--- src/rtl/pidf_pkg.sv ---
// ----------------------------------------------------------------------------
// pidf_pkg
// Shared types for the filtered-derivative PID controller: arithmetic
// operation codes and the command/status groups between controller and
// datapath.
// ----------------------------------------------------------------------------
package pidf_pkg;

    // Configuration register indexes
    localparam logic [2:0] REG_GAIN_P     = 3'd0;
    localparam logic [2:0] REG_GAIN_I     = 3'd1;
    localparam logic [2:0] REG_GAIN_D     = 3'd2;
    localparam logic [2:0] REG_FILTER_TAU = 3'd3;
    localparam logic [2:0] REG_OUT_MIN    = 3'd4;
    localparam logic [2:0] REG_OUT_MAX    = 3'd5;

    // Serial operations, issued in this order for every run beat
    typedef enum logic [2:0] {
        OP_P      = 3'd0,   // gain_p * err
        OP_RAW    = 3'd1,   // delta / dt
        OP_ALPHA  = 3'd2,   // dt / (tau + dt)
        OP_DFILT  = 3'd3,   // alpha * (raw - last_derivative)
        OP_IGAIN  = 3'd4,   // gain_i * err
        OP_ISTEP  = 3'd5,   // (gain_i * err) * dt
        OP_DGAIN  = 3'd6    // gain_d * d
    } op_t;

    typedef struct packed {
        logic load;     // capture the input beat
        logic clear;    // clear controller memory, result zero
        logic zero;     // result zero, state kept
        logic prep;     // error, delta, tau + dt
        logic start;    // launch the serial unit
        op_t  op;
        logic sum;      // add the four terms
        logic clamp;    // limit, anti-windup, commit state
        logic emit;     // move result to the output register
    } dp_cmd_t;

    typedef struct packed {
        logic unit_done;
        logic dt_pos;
        logic is_clear;
    } dp_status_t;

endpackage

--- src/rtl/pid_filtered_derivative_antiwindup_core.sv ---
// ----------------------------------------------------------------------------
// pid_filtered_derivative_antiwindup_core
// PID controller in signed fixed point with derivative on measurement,
// first-order derivative filter and clamping anti-windup.
// ----------------------------------------------------------------------------
//   channel  direction  handshake             payload
//   in       input      in_valid / in_ready   cmd, setpoint, measurement,
//                                             step_time
//   out      output     out_valid / out_ready drive
//   cfg      input      cfg_wen               cfg_index, cfg_data
//
// A run beat is paced by the one shared serial multiplier/divider, which does
// five multiplies and two divides in turn; a clear beat or one with
// step_time <= 0 skips the serial unit.
// One beat is in flight at a time; in_ready is high while idle, also while
// a finished result waits in the output register.
// Reset restores the register defaults and clears the controller memory.
// ----------------------------------------------------------------------------
module pid_filtered_derivative_antiwindup_core #(
    parameter int VALUE_WIDTH = 32,
    parameter int FRAC_BITS   = 16
) (
    input  logic               clk,
    input  logic               rst_n,
    input  logic               cfg_wen,
    input  logic [2:0]         cfg_index,
    input  logic [31:0]        cfg_data,
    input  logic               in_valid,
    output logic               in_ready,
    input  logic               cmd,
    input  logic signed [31:0] setpoint,
    input  logic signed [31:0] measurement,
    input  logic signed [31:0] step_time,
    output logic               out_valid,
    input  logic               out_ready,
    output logic signed [31:0] drive
);
    pidf_pkg::dp_cmd_t    ctl;
    pidf_pkg::dp_status_t stat;

    pidf_ctrl u_ctrl (
        .clk       (clk),
        .rst_n     (rst_n),
        .in_valid  (in_valid),
        .in_ready  (in_ready),
        .out_valid (out_valid),
        .out_ready (out_ready),
        .stat      (stat),
        .ctl       (ctl)
    );

    pidf_datapath #(
        .VALUE_WIDTH (VALUE_WIDTH),
        .FRAC_BITS   (FRAC_BITS)
    ) u_dp (
        .clk         (clk),
        .rst_n       (rst_n),
        .cfg_wen     (cfg_wen),
        .cfg_index   (cfg_index),
        .cfg_data    (cfg_data),
        .cmd         (cmd),
        .setpoint    (setpoint),
        .measurement (measurement),
        .step_time   (step_time),
        .ctl         (ctl),
        .stat        (stat),
        .drive       (drive)
    );

endmodule

--- src/rtl/pidf_seq_unit.sv ---
// ----------------------------------------------------------------------------
// pidf_seq_unit
// Shared shift-add multiplier and restoring divider. Multiply returns
// (a*b) >> FRAC_BITS, divide returns (a << FRAC_BITS) / b for b > 0, both
// truncated toward zero and saturated to VALUE_WIDTH bits.
// ----------------------------------------------------------------------------
module pidf_seq_unit #(
    parameter int VALUE_WIDTH = 32,
    parameter int FRAC_BITS   = 16
) (
    input  logic                          clk,
    input  logic                          rst_n,
    input  logic                          start,
    input  logic                          is_div,
    input  logic signed [VALUE_WIDTH-1:0] op_a,
    input  logic signed [VALUE_WIDTH-1:0] op_b,
    output logic                          done,
    output logic signed [VALUE_WIDTH-1:0] result
);
    localparam int W  = VALUE_WIDTH;
    localparam int NW = VALUE_WIDTH + FRAC_BITS;
    localparam int MW = 2 * VALUE_WIDTH + FRAC_BITS;
    localparam int CW = $clog2(NW + 1);
    localparam logic [MW-1:0] POS_LIM = (MW'(1) << (W - 1)) - MW'(1);
    localparam logic [MW-1:0] NEG_LIM = MW'(1) << (W - 1);

    logic            busy_reg, busy_next;
    logic            done_reg, done_next;
    logic            div_reg, div_next;
    logic            neg_reg, neg_next;
    logic [CW-1:0]   cnt_reg, cnt_next;
    logic [W-1:0]    mcand_reg, mcand_next;
    logic [2*W-1:0]  acc_reg, acc_next;
    logic [W-1:0]    rem_reg, rem_next;
    logic [NW-1:0]   num_reg, num_next;

    logic [W:0]      hi_sum;
    logic [W:0]      shifted;
    logic            fits;
    logic [CW-1:0]   last_cnt;
    logic [MW-1:0]   mag_res;

    function automatic logic [W-1:0] mag_of(input logic signed [W-1:0] x);
        return x[W-1] ? W'(-x) : W'(x);
    endfunction

    always_comb
    begin
        busy_next  = busy_reg;
        done_next  = 1'b0;
        div_next   = div_reg;
        neg_next   = neg_reg;
        cnt_next   = cnt_reg;
        mcand_next = mcand_reg;
        acc_next   = acc_reg;
        rem_next   = rem_reg;
        num_next   = num_reg;
        last_cnt   = div_reg ? CW'(NW - 1) : CW'(W - 1);

        hi_sum  = {1'b0, acc_reg[2*W-1:W]} + (acc_reg[0] ? {1'b0, mcand_reg} : '0);
        shifted = {rem_reg, num_reg[NW-1]};
        fits    = shifted >= {1'b0, mcand_reg};

        if (start)
        begin
            busy_next = 1'b1;
            cnt_next  = '0;
            div_next  = is_div;
            rem_next  = '0;
            if (is_div)
            begin
                neg_next   = op_a[W-1];
                mcand_next = W'(op_b);
                num_next   = {mag_of(op_a), {FRAC_BITS{1'b0}}};
            end
            else
            begin
                neg_next   = op_a[W-1] ^ op_b[W-1];
                mcand_next = mag_of(op_a);
                acc_next   = {{W{1'b0}}, mag_of(op_b)};
            end
        end
        else if (busy_reg)
        begin
            if (div_reg)
            begin
                rem_next = fits ? W'(shifted - {1'b0, mcand_reg}) : W'(shifted);
                num_next = {num_reg[NW-2:0], fits};
            end
            else
            begin
                acc_next = {hi_sum, acc_reg[W-1:1]};
            end
            cnt_next = cnt_reg + CW'(1);
            if (cnt_reg == last_cnt)
            begin
                busy_next = 1'b0;
                done_next = 1'b1;
            end
        end
    end

    always_comb
    begin
        mag_res = div_reg ? MW'(num_reg) : MW'(acc_reg >> FRAC_BITS);
        if (neg_reg)
            result = (mag_res > NEG_LIM) ? {1'b1, {(W-1){1'b0}}} : W'(-mag_res);
        else
            result = (mag_res > POS_LIM) ? {1'b0, {(W-1){1'b1}}} : W'(mag_res);
    end

    assign done = done_reg;

    always_ff @(posedge clk or negedge rst_n)
    begin
        if (!rst_n)
        begin
            busy_reg <= 1'b0;
            done_reg <= 1'b0;
            cnt_reg  <= '0;
        end
        else
        begin
            busy_reg <= busy_next;
            done_reg <= done_next;
            cnt_reg  <= cnt_next;
        end
    end

    always_ff @(posedge clk)
    begin
        div_reg   <= div_next;
        neg_reg   <= neg_next;
        mcand_reg <= mcand_next;
        acc_reg   <= acc_next;
        rem_reg   <= rem_next;
        num_reg   <= num_next;
    end

endmodule

--- src/rtl/pidf_datapath.sv ---
// ----------------------------------------------------------------------------
// pidf_datapath
// Configuration registers, controller memory, operand selection for the
// shared serial unit, four-term sum, output clamp and anti-windup.
// ----------------------------------------------------------------------------
module pidf_datapath #(
    parameter int VALUE_WIDTH = 32,
    parameter int FRAC_BITS   = 16
) (
    input  logic                 clk,
    input  logic                 rst_n,
    input  logic                 cfg_wen,
    input  logic [2:0]           cfg_index,
    input  logic [31:0]          cfg_data,
    input  logic                 cmd,
    input  logic signed [31:0]   setpoint,
    input  logic signed [31:0]   measurement,
    input  logic signed [31:0]   step_time,
    input  pidf_pkg::dp_cmd_t    ctl,
    output pidf_pkg::dp_status_t stat,
    output logic signed [31:0]   drive
);
    localparam int W = VALUE_WIDTH;
    localparam logic signed [63:0] VMAX = (64'sd1 <<< (W - 1)) - 64'sd1;
    localparam logic signed [63:0] VMIN = -VMAX - 64'sd1;
    localparam logic signed [31:0] ONE  = 32'sd1 <<< FRAC_BITS;

    function automatic logic signed [W-1:0] sat_w(input logic signed [63:0] x);
        if (x > VMAX)
            return W'(VMAX);
        if (x < VMIN)
            return W'(VMIN);
        return W'(x);
    endfunction

    // configuration
    logic signed [31:0] gp_reg, gi_reg, gd_reg, omin_reg, omax_reg;
    logic [30:0]        tau_reg;

    // beat capture
    logic                  clr_reg;
    logic signed [W-1:0]   sp_reg, meas_reg, dt_reg;

    // memory
    logic signed [W-1:0]   isum_reg, isum_next;
    logic signed [W-1:0]   lm_reg, ld_reg;
    logic                  first_reg;

    // intermediates
    logic signed [W-1:0]   err_reg, delta_reg, tdt_reg;
    logic signed [W-1:0]   p_reg, raw_reg, alpha_reg, d_reg, t_reg, istep_reg, gdd_reg;
    logic signed [W+1:0]   sum_reg;
    logic signed [W-1:0]   res_reg, res_next;
    logic signed [31:0]    drive_reg;

    logic signed [W-1:0]   lm_eff, lo_lim, hi_lim;
    logic signed [W-1:0]   op_a, op_b;
    logic                  is_div;
    logic                  unit_done;
    logic signed [W-1:0]   unit_res;

    assign lm_eff = first_reg ? meas_reg : lm_reg;
    assign lo_lim = sat_w(64'(omin_reg));
    assign hi_lim = sat_w(64'(omax_reg));

    always_comb
    begin
        op_a   = '0;
        op_b   = err_reg;
        is_div = 1'b0;
        case (ctl.op)
            pidf_pkg::OP_P:
            begin
                op_a = sat_w(64'(gp_reg));
                op_b = err_reg;
            end
            pidf_pkg::OP_RAW:
            begin
                op_a   = delta_reg;
                op_b   = dt_reg;
                is_div = 1'b1;
            end
            pidf_pkg::OP_ALPHA:
            begin
                op_a   = dt_reg;
                op_b   = tdt_reg;
                is_div = 1'b1;
            end
            pidf_pkg::OP_DFILT:
            begin
                op_a = alpha_reg;
                op_b = sat_w(64'(raw_reg) - 64'(ld_reg));
            end
            pidf_pkg::OP_IGAIN:
            begin
                op_a = sat_w(64'(gi_reg));
                op_b = err_reg;
            end
            pidf_pkg::OP_ISTEP:
            begin
                op_a = t_reg;
                op_b = dt_reg;
            end
            pidf_pkg::OP_DGAIN:
            begin
                op_a = sat_w(64'(gd_reg));
                op_b = d_reg;
            end
            default:
            begin
                op_a = '0;
                op_b = '0;
            end
        endcase
    end

    pidf_seq_unit #(
        .VALUE_WIDTH (VALUE_WIDTH),
        .FRAC_BITS   (FRAC_BITS)
    ) u_unit (
        .clk    (clk),
        .rst_n  (rst_n),
        .start  (ctl.start),
        .is_div (is_div),
        .op_a   (op_a),
        .op_b   (op_b),
        .done   (unit_done),
        .result (unit_res)
    );

    // clamp and anti-windup
    always_comb
    begin
        isum_next = isum_reg;
        res_next  = res_reg;
        if (64'(sum_reg) > 64'(hi_lim))
        begin
            res_next = hi_lim;
            if (err_reg < 0)
                isum_next = sat_w(64'(isum_reg) + 64'(istep_reg));
        end
        else if (64'(sum_reg) < 64'(lo_lim))
        begin
            res_next = lo_lim;
            if (err_reg > 0)
                isum_next = sat_w(64'(isum_reg) + 64'(istep_reg));
        end
        else
        begin
            res_next  = W'(sum_reg);
            isum_next = sat_w(64'(isum_reg) + 64'(istep_reg));
        end
    end

    assign stat.unit_done = unit_done;
    assign stat.dt_pos    = dt_reg > 0;
    assign stat.is_clear  = clr_reg;
    assign drive          = drive_reg;

    always_ff @(posedge clk or negedge rst_n)
    begin
        if (!rst_n)
        begin
            gp_reg    <= '0;
            gi_reg    <= '0;
            gd_reg    <= '0;
            tau_reg   <= '0;
            omin_reg  <= -ONE;
            omax_reg  <= ONE;
            isum_reg  <= '0;
            lm_reg    <= '0;
            ld_reg    <= '0;
            first_reg <= 1'b1;
        end
        else
        begin
            if (cfg_wen)
            begin
                case (cfg_index)
                    pidf_pkg::REG_GAIN_P:     gp_reg   <= cfg_data;
                    pidf_pkg::REG_GAIN_I:     gi_reg   <= cfg_data;
                    pidf_pkg::REG_GAIN_D:     gd_reg   <= cfg_data;
                    pidf_pkg::REG_FILTER_TAU: tau_reg  <= cfg_data[30:0];
                    pidf_pkg::REG_OUT_MIN:    omin_reg <= cfg_data;
                    pidf_pkg::REG_OUT_MAX:    omax_reg <= cfg_data;
                    default:                  ;
                endcase
            end
            if (ctl.clear)
            begin
                isum_reg  <= '0;
                lm_reg    <= '0;
                ld_reg    <= '0;
                first_reg <= 1'b1;
            end
            else if (ctl.prep)
            begin
                first_reg <= 1'b0;
            end
            else if (ctl.clamp)
            begin
                isum_reg <= isum_next;
                lm_reg   <= meas_reg;
                ld_reg   <= d_reg;
            end
        end
    end

    always_ff @(posedge clk)
    begin
        if (ctl.load)
        begin
            clr_reg  <= cmd;
            sp_reg   <= sat_w(64'(setpoint));
            meas_reg <= sat_w(64'(measurement));
            dt_reg   <= sat_w(64'(step_time));
        end
        if (ctl.prep)
        begin
            err_reg   <= sat_w(64'(sp_reg) - 64'(meas_reg));
            delta_reg <= sat_w(64'(meas_reg) - 64'(lm_eff));
            tdt_reg   <= sat_w(64'(sat_w(64'(tau_reg))) + 64'(dt_reg));
        end
        if (unit_done)
        begin
            case (ctl.op)
                pidf_pkg::OP_P:     p_reg     <= unit_res;
                pidf_pkg::OP_RAW:   raw_reg   <= sat_w(-64'(unit_res));
                pidf_pkg::OP_ALPHA: alpha_reg <= unit_res;
                pidf_pkg::OP_DFILT: d_reg     <= sat_w(64'(ld_reg) + 64'(unit_res));
                pidf_pkg::OP_IGAIN: t_reg     <= unit_res;
                pidf_pkg::OP_ISTEP: istep_reg <= unit_res;
                pidf_pkg::OP_DGAIN: gdd_reg   <= unit_res;
                default:            ;
            endcase
        end
        if (ctl.sum)
            sum_reg <= (W+2)'(64'(p_reg) + 64'(isum_reg) + 64'(istep_reg) + 64'(gdd_reg));
        if (ctl.clear || ctl.zero)
            res_reg <= '0;
        else if (ctl.clamp)
            res_reg <= res_next;
        if (ctl.emit)
            drive_reg <= 32'(64'(res_reg));
    end

endmodule

--- src/rtl/pidf_ctrl.sv ---
// ----------------------------------------------------------------------------
// pidf_ctrl
// Sequencer: accepts a beat, walks the serial operations in order, then
// sums, clamps and hands the result to the output register.
// ----------------------------------------------------------------------------
module pidf_ctrl (
    input  logic                 clk,
    input  logic                 rst_n,
    input  logic                 in_valid,
    output logic                 in_ready,
    output logic                 out_valid,
    input  logic                 out_ready,
    input  pidf_pkg::dp_status_t stat,
    output pidf_pkg::dp_cmd_t    ctl
);
    typedef enum logic [6:0] {
        S_IDLE  = 7'b0000001,
        S_PREP  = 7'b0000010,
        S_START = 7'b0000100,
        S_WAIT  = 7'b0001000,
        S_SUM   = 7'b0010000,
        S_CLAMP = 7'b0100000,
        S_DONE  = 7'b1000000
    } state_t;

    state_t          state_reg, state_next;
    pidf_pkg::op_t   op_reg, op_next;
    logic            ovalid_reg, ovalid_next;

    assign in_ready  = state_reg == S_IDLE;
    assign out_valid = ovalid_reg;

    always_comb
    begin
        state_next  = state_reg;
        op_next     = op_reg;
        ovalid_next = ovalid_reg;
        ctl         = '0;
        ctl.op      = op_reg;
        if (ovalid_reg && out_ready)
            ovalid_next = 1'b0;
        case (state_reg)
            S_IDLE:
            begin
                if (in_valid)
                begin
                    ctl.load   = 1'b1;
                    state_next = S_PREP;
                end
            end
            S_PREP:
            begin
                if (stat.is_clear)
                begin
                    ctl.clear  = 1'b1;
                    state_next = S_DONE;
                end
                else if (!stat.dt_pos)
                begin
                    ctl.zero   = 1'b1;
                    state_next = S_DONE;
                end
                else
                begin
                    ctl.prep   = 1'b1;
                    op_next    = pidf_pkg::OP_P;
                    state_next = S_START;
                end
            end
            S_START:
            begin
                ctl.start  = 1'b1;
                state_next = S_WAIT;
            end
            S_WAIT:
            begin
                if (stat.unit_done)
                begin
                    if (op_reg == pidf_pkg::OP_DGAIN)
                        state_next = S_SUM;
                    else
                    begin
                        op_next    = pidf_pkg::op_t'(3'(op_reg) + 3'd1);
                        state_next = S_START;
                    end
                end
            end
            S_SUM:
            begin
                ctl.sum    = 1'b1;
                state_next = S_CLAMP;
            end
            S_CLAMP:
            begin
                ctl.clamp  = 1'b1;
                state_next = S_DONE;
            end
            S_DONE:
            begin
                // hold until the output register is free
                if (!ovalid_reg || out_ready)
                begin
                    ctl.emit    = 1'b1;
                    ovalid_next = 1'b1;
                    state_next  = S_IDLE;
                end
            end
            default:
            begin
                state_next = S_IDLE;
            end
        endcase
    end

    always_ff @(posedge clk or negedge rst_n)
    begin
        if (!rst_n)
        begin
            state_reg  <= S_IDLE;
            op_reg     <= pidf_pkg::OP_P;
            ovalid_reg <= 1'b0;
        end
        else
        begin
            state_reg  <= state_next;
            op_reg     <= op_next;
            ovalid_reg <= ovalid_next;
        end
    end

endmodule

--- config.mk ---
export PLATFORM = sky130hd
export DESIGN_NAME = pid_filtered_derivative_antiwindup_core
export DESIGN_NICKNAME = d
export VERILOG_FILES = /design/src/rtl/pidf_pkg.sv /design/src/rtl/pid_filtered_derivative_antiwindup_core.sv /design/src/rtl/pidf_seq_unit.sv /design/src/rtl/pidf_datapath.sv /design/src/rtl/pidf_ctrl.sv
export SDC_FILE = /design/constraint.sdc
export NUM_CORES = 2
export LEC_CHECK = 0
export BUFFER_PORTS_ARGS = -buffer_cell sky130_fd_sc_hd__clkbuf_2
export CORE_MARGIN = 2
export CORE_UTILIZATION = 60
export DETAILED_ROUTE_END_ITERATION = 16
export PLACE_DENSITY_LB_ADDON = 0.12
export SLEW_MARGIN = 20
export SYNTH_ARGS = -nofsm -noshare
export SYNTH_HDL_FRONTEND = slang
export SYNTH_SLANG_ARGS = --single-unit
--- constraint.sdc ---
create_clock -name clk -period 9.8 [get_ports clk]
set_clock_uncertainty 0.05 [all_clocks]
set_input_delay 0.98 -clock clk [delete_from_list [all_inputs] [get_ports clk]]
set_output_delay 0.98 -clock clk [all_outputs]
set_load 0.05 [all_outputs]
==> run_results.csv <==
group,metric,value,unit
placement,portBuffers,170,
cts,clk-insertion-delay-late,740,ps
sta,drv_slew,0,
cts,hold_buffers,0,
critical_path,r2r-start,"u_dp.u_unit.div_reg",
route,route.detailed.drc,0,
floorplanning,start_util,60.55,%
synthesis,netlist_instances,5878,
route,wire_per_inst,27.78,µm
critical_path,startpoint_type,"flop",
route,finalWirelength,202900,µm
route,drt_iter0_markers,6299,
worst_hold_path,hp-class,"input port to async pin",
synthesis,syn-cell-area,0.06064,mm²
synthesis,synth-seq-cells,1000,
power_and_ir_drop,p_leak,0.02750,µW
power_and_ir_drop,vdd_drop_max,0.2029,mV
global_routing,gr-total-overflow,0,
floorplanning,die_y,321.9,µm
sta,period_share,82.41,%
cts,cts_buffers,107,
synthesis,yosys_warnings,0,
global_routing,grtUsageTotal,38.85,%
route,postRouteAntennaNets,0,
synthesis,postSynthAreaPerCell,10.32,µm²
layout,largest_reg_flops,64,
sta,tightest_slew,1259,ps
synthesis,async_reset_ff_share,30.70,%
critical_path,crit_arrival,8460,ps
flow_run,max_cap_viol_count,0,
sta,setup_violations,0,
cts,post_cts_resized,0,
critical_path,end_kind,"flop",
placement,routabilityCongestion,1.049,
floorplanning,num_io_pins,171,
route,vias_per_cell,6.572,
route,num_vias,47990,
critical_path,reg2reg_slack,1720,ps
critical_path,required,10180,ps
floorplanning,core,0.1001,mm²
synthesis,synth-edff-count,629,
sta,period_minus_slack,8076,ps
power_and_ir_drop,finalPower,14400,µW
route,dr.pass1.iters,9,
critical_path,reg2regPathDepth,20,
cts,cts_sinks,1000,
sta,relSlewSlack,15.53,%
critical_path,worst-setup-path-type,"flop to flop",
sta,fin_ws,1724,ps
cts,clockBufferDepth,3,
outcome,outcome,"finished clean",
sta,final_hold_viol_count,0,
global_routing,grt_pass1_wl,294400,µm
critical_path,crit_path_start,"u_dp.u_unit.div_reg",
floorplanning,die_w,321.9,µm
placement,preCtsSetupSlack,2024,ps
power_and_ir_drop,power_density,216.7,mW/mm²
global_routing,grt_pass1_vias,45010,
global_routing,antenna_found_initial,21,
layout,nets,6475,
cts,post_cts_buffers,0,
synthesis,syn-num-nets,6454,
cts,cts_tree,"yes",
cts,clkTransAtPathRegs,60,ps
synthesis,synth_cell_types,106,
critical_path,path_max_fanout,28,
layout,area_growth,9.564,%
floorplanning,rows,116,
cts,cts.htree.levels,3,
sta,max_freq,123.8,MHz
global_routing,grt_max_degree,81,
cts,clockRootBuffer,"clkbuf_16",
sta,grt_setup_unrepaired,"false",
critical_path,timing.rr.end,"u_dp.d_reg[6]",
layout,drive_gt1_share,12.63,%
floorplanning,die-area,0.1036,mm²
sta,tns,0,ps
synthesis,synthFlopType,"edfxtp_1",
synthesis,ys_seq_area_share,45.97,%
placement,place_hpwl,152100,µm
-- critical path: stages (launching register included) --
cell	delay, ps
edfxtp_1	320
buf_4	220
mux2i_1	400
ha_1	310
nor4bb_1	500
o221ai_1	420
nor3_1	710
a31oi_4	330
nor2_2	660
o21ai_0	200
a21oi_1	920
ha_1	460
nand2_1	130
o21ai_0	110
nor2b_1	140
o21ai_0	300
o31ai_2	180
a211oi_1	330
o21ai_1	230
a21oi_4	650
o21ai_0	210
-- routing by layer --
metal / share of wire, % / global-route usage (%) / wire [µm] / up-vias
li1: - / - / - / 21640
met1: 39 / 50.41 / 78720 / 23190
met2: 43 / 58.10 / 87130 / 2553
met3: 10 / 9.161 / 20960 / 600
met4: 7.9 / 26.05 / 16030 / 8
met5: 0.029 / 0 / 58 / -
-- cell usage after synthesis (40+ instances only) --
master / count / area (µm²)
edfxtp_1: 629 / 18890
nand2_1: 551 / 2068
a21oi_1: 484 / 2422
o21ai_0: 414 / 2072
ha_1: 367 / 4592
nor2_1: 333 / 1250
clkbuf_1: 294 / 1104
dfrtp_1: 288 / 7207
inv_1: 266 / 998.5
mux2_2: 208 / 2342
xnor2_1: 188 / 1647
a21o_1: 166 / 1246
xor2_1: 133 / 1165
mux2i_1: 114 / 1141
and2_1: 86 / 538.0
nand3_1: 84 / 420.4
a222oi_1: 81 / 810.8
nor3_1: 78 / 390.4
a31oi_1: 74 / 462.9
fa_1: 72 / 1441
dfxtp_1: 64 / 1281
nor2b_1: 57 / 356.6
nand2b_1: 51 / 319.1
and3_1: 50 / 312.8
o21a_1: 50 / 375.4
nand4_1: 42 / 262.8
nor4_1: 40 / 250.2
-- cell usage in the layout, fill, tap and decap left out, drive strengths merged, types with 32 or more instances in the layout --
master and n:
nand4 42, dfxtp 64, o21ai 421, a211oi 37, clkbuf 309, a21o 166
o21bai 36, a222oi 81, a22o 36, a21boi 32, nand2b 51, clkinv 42
fa 72, nand3 85, a21oi 485, mux2 208, buf 87, and3 50
ha 367, nor2b 57, xnor2 188, nand2 551, inv 273, nor2 335
and2 89, nor4 40, edfxtp 629, mux2i 114, a31oi 75, dfrtp 288
nor3 79, o21a 50, xor2 133
-- kinds of logic after synthesis --
group | Yosys count | share of synthesized area (%)
flops | 1000 | 45.97
buf+inv | 614 | 3.898
simple gates | 1493 | 11.73
fa+ha+maj | 463 | 10.35
compound gates | 1665 | 17.67
xor+xnor | 321 | 4.636
mux | 322 | 5.744
-- power breakdown --
group | total, µW | switching (µW) | internal [µW]
Sequential | 5600 | 398 | 5200
Clock | 4280 | 1780 | 2500
Combinational | 4520 | 2750 | 1770
Total | 14400 | 4930 | 9470
-- area by class of cell --
type	count	area, µm²
Inverter	270	1016
Sequential cell	1000	27880
Fill cell	7925	33710
Clock inverter	64	709.4
Antenna cell	11	27.53
Tap cell	1298	1624
Clock buffer	140	2993
Timing Repair Buffer	256	1530
Multi-Input combinational cell	4264	30660
-- per-stage QoR --
stage,area [µm²],cells,hold slack (ps),utilization (%)
floorplan,60640,5878,358.1,-
global route,66410,7294,207.3,66.32
CTS,66360,7289,197.6,66.26
global placement,62660,7085,365.7,62.57
finish,66440,7303,142.6,66.34
detailed placement,62660,7085,366.0,62.57
-- how the worst max path moves through the flow --
stage                                         to  slack, ps  depth (start not counted)
after global placement            u_dp.d_reg[29]       2140                         21
after floorplan           u_dp.u_unit.acc_reg[0]       2060                         11
after detailed placement           u_dp.d_reg[6]       2020                         21
final                              u_dp.d_reg[6]       1720                         20
after CTS                          u_dp.d_reg[6]       1980                         21
after global routing              u_dp.d_reg[18]       1150                         21
No activity file was read; power rests on OpenSTA's default activity.
